--- config.mk ---
export PLATFORM = sky130hd
export DESIGN_NAME = pwq_out_stage
export DESIGN_NICKNAME = d
export VERILOG_FILES = /design/src/design/pwq_pkg.sv /design/src/design/pwq_out_stage.sv
export SDC_FILE = /design/constraint.sdc
export NUM_CORES = 1
export LEC_CHECK = 0
export BUFFER_PORTS_ARGS = -buffer_cell sky130_fd_sc_hd__clkbuf_2
export CAP_MARGIN = 30
export CORE_AREA = 2 2 39 41
export CTS_BUF_LIST = sky130_fd_sc_hd__clkbuf_4 sky130_fd_sc_hd__clkbuf_8
export DETAILED_ROUTE_END_ITERATION = 10
export DIE_AREA = 0 0 41 43
export PLACE_DENSITY = 0.73
export SETUP_SLACK_MARGIN = 0.4
export SLEW_MARGIN = 20
export SYNTH_ARGS = -nofsm -noshare
export SYNTH_HDL_FRONTEND = slang
export SYNTH_SLANG_ARGS = --single-unit
export TNS_END_PERCENT = 10
--- constraint.sdc ---
create_clock -name clk -period 0.8 [get_ports clk]
set_input_delay 0.2 -clock clk [delete_from_list [all_inputs] [get_ports clk]]
set_output_delay 0.2 -clock clk [all_outputs]
set_load 0.03 [all_outputs]
--- src/design/pwq_pkg.sv ---
// Shared types and constants for the propagator wakeup queue.
package pwq_pkg;

    localparam int PROP_W    = 8;
    localparam int VAR_W     = 8;
    localparam int KIND_W    = 2;
    localparam int MASK_W    = 3;
    localparam int CNT_W     = 9;
    localparam int S_TDATA_W = 24;
    localparam int S_TUSER_W = 3;
    localparam int M_TDATA_W = 8;
    localparam int M_TUSER_W = 3;
    localparam int ENTRY_W   = PROP_W + MASK_W;
    localparam int LOGE_W    = VAR_W + KIND_W;

    localparam logic [KIND_W-1:0] KIND_INSTANTIATED = 2'd2;

    typedef enum logic [2:0] {
        MODE_ADD_TRIGGER   = 3'd0,
        MODE_BEGIN_FULL    = 3'd1,
        MODE_BEGIN_GUESSED = 3'd2,
        MODE_SEED_GUESS    = 3'd3,
        MODE_INFER         = 3'd4,
        MODE_POP           = 3'd5,
        MODE_DISABLE       = 3'd6,
        MODE_BACKTRACK     = 3'd7
    } mode_t;

    typedef enum logic [1:0] {
        ST_OK       = 2'd0,
        ST_FIXPOINT = 2'd1,
        ST_FULL     = 2'd2,
        ST_STACK    = 2'd3
    } status_t;

    typedef enum logic [4:0] {
        S_CLEAR, S_IDLE, S_TRG_WR, S_FILL, S_BEGIN, S_BT_WR,
        S_RET_RD, S_RET_GOT, S_LOC_QO, S_LOC_CHK, S_SW1, S_SW2,
        S_W_CNT, S_W_CNTG, S_TW_RD, S_TW_GOT, S_LOG_RD, S_LOG_GOT,
        S_POP_CHK, S_POP_RD, S_DONE
    } fsm_t;

    typedef struct packed {
        logic [PROP_W-1:0] next_prop;
        logic              prop_valid;
        status_t           status;
    } result_t;

endpackage

--- src/design/pwq_out_stage.sv ---
// Output register for result transactions; decouples the sequencer from the sink.
module pwq_out_stage
(
    input  logic                           clk,
    input  logic                           rst_n,
    input  logic                           load,
    input  pwq_pkg::result_t               res,
    output logic                           can_load,
    output logic                           m_tvalid,
    input  logic                           m_tready,
    output logic [pwq_pkg::M_TDATA_W-1:0]  m_tdata,   // next_prop
    output logic [pwq_pkg::M_TUSER_W-1:0]  m_tuser    // prop_valid, status[1:0]
);
    import pwq_pkg::*;

    logic    valid_reg;
    result_t data_reg;

    assign can_load = !valid_reg || m_tready;
    assign m_tvalid = valid_reg;
    assign m_tdata  = data_reg.next_prop;
    assign m_tuser  = {data_reg.status, data_reg.prop_valid};

    always_ff @(posedge clk or negedge rst_n)
    begin
        if (!rst_n)
        begin
            valid_reg <= 1'b0;
        end
        else if (load)
        begin
            valid_reg <= 1'b1;
        end
        else if (m_tready)
        begin
            valid_reg <= 1'b0;
        end
    end

    always_ff @(posedge clk)
    begin
        if (load)
        begin
            data_reg <= res;
        end
    end

endmodule

### Word level (Yosys, flattened, before mapping)

Index checks and enable logic that the tools add are counted.

| storage, ports and cells | value |
|---|---|
| input port bits | 15 |
| logic and storage cells | 9 |
| bits in registers | 12 |

| cells by class | value |
|---|---|
| mux-type cells | 2 |
| reductions and logical operators | 3 |

Operators by type and width:

| cell | number |
|---|---|
| 2-to-1 mux 1 bit | 2 |
| nonzero test 2 bit | 1 |
| zero test 1 bit | 1 |
| logical OR 1 bit | 1 |

### Logic depth before layout (Yosys ltp)

| depth | value |
|---|---|
| word-level depth | 2 |
| depth in mapped cells | 2 |

### Least setup slack after synthesis

OpenSTA, ideal clock, no wires.

| path | value |
|---|---|
| kind | flip-flop to output port |
| from | register valid_reg (netlist: m_tvalid) |
| to | output port can_load |
| path slack | -0.072 ns |
| cell stages (with the launch flop) | 2 |
| arrival time | 0.672 ns |
| cells stage by stage | dfrtp_1 -> nand2b_4 |

| between the ends | value |
|---|---|
| cells in the longest elaborated chain, start to end | 2 |

RTL lines:

| item | RTL line | text |
|---|---|---|
| start, declared | pwq_out_stage.sv:16 | `logic valid_reg;` |
| start signal, assigned | pwq_out_stage.sv:28 | `valid_reg <= 1'b0;` |
| start signal, assigned | pwq_out_stage.sv:32 | `valid_reg <= 1'b1;` |
| start signal, assigned | pwq_out_stage.sv:36 | `valid_reg <= 1'b0;` |
| zero test 1 bit | pwq_out_stage.sv:19 | `assign can_load = !valid_reg \|\| m_tready;` |
| logical OR 1 bit | pwq_out_stage.sv:19 |  |
| end, declared | pwq_out_stage.sv:8 | `output logic can_load,` |

No other way between the ends.

### Worst setup path in the final report

Same ends and word-level chain as after synthesis.

==> out/qor.yml <==
run_status:
  status: "complete, but fails checks"
  violations: "negative setup slack"
sta:
  fin_crit_sh: 1.35
  tns_ns: -2.80
  setup_violations: 13
  max_slew.worst_pin.slew_ns: 0.0981
  finalHoldViolations: 0
  fin_ws_ns: -0.279
  skew_ns: 0
  min_period_ns: 1.08
  maxSlewHeadroom: 0.935
  fin_hold_ws_ns: 0.109
  rsz0062_at_grt: "yes"
  fmax_ghz: 0.927
  maxSlewViolCount: 0
route:
  avgRoutedWirePerCell_um: 11.3
  via_per_inst: 4.08
  ant_nets: 0
  drt-total-wl_um: 709
  drc: 0
  drtIter0Drc: 3
  vias: 257
  drt_pass1_iterations: 3
global_routing:
  grt_pass1_vias: 259
  grt_max_degree: 13
  grt_overflow_total: 0
  grt_pass1_wl_mm: 1.04
  track_usage: 0.0913
  antenna_found_initial: 0
worst_setup_path:
  crit_type: "register to primary output"
  startpoint_type: "register"
  ff2ff_setup_slack_ns: 0.04
  ff2ff_path_depth: 3
  path_max_fanout: 2
  r2r-start: "m_tvalid$_DFFE_PN0P_"
  timing.rr.end: "m_tvalid$_DFFE_PN0P_"
  cp-end-kind: "primary output"
  critical_path_required_ns: 0.60
  startpoint: "m_tvalid$_DFFE_PN0P_"
  cp.arrival_ns: 0.88
place:
  dpl_cell_area_um2: 542
  place_congestion: 0.577
  port-buffer-count: 27
  place_inst: 58
clock_network:
  clockBufferDepth: 2
  clkLatencyLatePin_ns: 0.26
  clk_pin_slew_ns: 0.07
  cts_made_buffers: 3
  htreeDepth: 1
  cts_setup_buffers: 0
  cts_tree: "yes"
  root_buffer: "clkbuf_4"
  cts_num_sinks: 12
die:
  die_w_um: 41
  die-area_um2: 1760
  rows: 14
  core_area_um2: 1380
  pin_count: 28
  die_h_um: 43
  start_util: 0.273
min_path:
  hold_depth: 1
  min_path_type: "primary input to register"
  hp-start: "res[1]"
  min_to: "m_tuser[2]$_DFFE_PP_"
final_layout:
  mostFrequentLayoutCell: "clkbuf_2"
  fillCellCount: 128
  fin_area_um2: 692
  area_growth_pct: 83.1
  seq_area_um2: 357
  final_cell_mix: "clkbuf_2 (13), edfxtp_1 (11), clkbuf_8 (9)"
  diodes: 0
  multi_input_area_um2: 22.5
  fin_nets: 63
  drive_above_1_share: 0.745
  fin_cells: 63
  fin_util: 0.500
yosys:
  ys_ff_latch: 12
  netlist_instances: 14
  syn_nets: 29
  yosys_warnings: 0
  avgSynthCellArea_um2: 27.0
  yosys-top-cells-area: "edfxtp_1 (87%), dfrtp_1 (6.6%), nand2b_4 (3.6%)"
  synth_top_area_cell: "edfxtp_1"
  ys_seq_area_frac: 0.940
  synth_area_um2: 378
  synth_top_cell_area_share: 0.874
  synth_cell_types: 4
power:
  ir_worst_vdd_mv: 1.04
  powerDensity_nw_per_um2: 2100
  p_leak_nw: 0.305
flow_run:
  cap_violations: 0
==> registers in the layout, summed over array words and instances (netlist names) <==
register and cells:
m_tdata 8, m_tuser 3, m_tvalid 1
==> synthesized netlist by cell type <==
cell type  number
edfxtp_1       11
dfrtp_1         1
nand2b_2        1
nand2b_4        1
==> critical path, stage by stage (launching register included) <==
cell	delay, ns
dfrtp_2	0.42
nand2b_4	0.08
buf_8	0.12
==> logic make-up (layout without fill, tap and decap cells) <==
family / count (synthesis) / count (layout) / synth area share
buf+inv: 0 / 33 / 0
flops: 12 / 12 / 0.940
simple gates: 2 / 2 / 0.0596
==> stage by stage <==
stage	power (mW)	setup slack [ns]
3_3_place_gp	0.977	-0.0579
5_1_grt	1.52	-0.305
2_1_floorplan	0.887	-0.0174
3_5_place_dp	0.981	-0.0642
4_1_cts	1.47	-0.315
6_report	1.46	-0.279
==> per-layer routing <==
metal | global-route usage | up-vias | wire (µm)
met4 | 0.0600 | 0 | 0
li1 | - | 120 | -
met5 | 0 | - | 0
met1 | 0.0966 | 109 | 257
met2 | 0.128 | 28 | 294
met3 | 0.0576 | 0 | 157
==> power by group <==
part / internal (mW) / total (mW) / switching [mW]
Sequential: 0.740 / 0.761 / 0.0215
Clock: 0.226 / 0.405 / 0.179
Combinational: 0.144 / 0.289 / 0.145
Total: 1.11 / 1.46 / 0.345
==> how the worst max path moves through the flow <==
stage	slack, ns	end	depth (start not counted)
floorplan	-0.02	can_load	1
global placement	-0.06	can_load	2
detailed placement	-0.06	can_load	2
CTS	-0.32	can_load	2
global route	-0.31	can_load	2
finish	-0.28	can_load	2
==> final cells by class <==
class,instances,area share
Clock buffer,4,0.0434
Timing Repair Buffer,29,0.380
Sequential cell,12,0.515
Multi-Input combinational cell,2,0.0325
Tap cell,16,0.0289
==> timing repair <==
action / CTS / global route
endpoints found under the hold margin: 1 / 0
gates resized for setup: 24 / 7
pin swaps: 0 / 0
endpoints found under the setup margin: 25 / 14
hold buffers: 1 / 0
No activity file was read; power rests on OpenSTA's default activity.
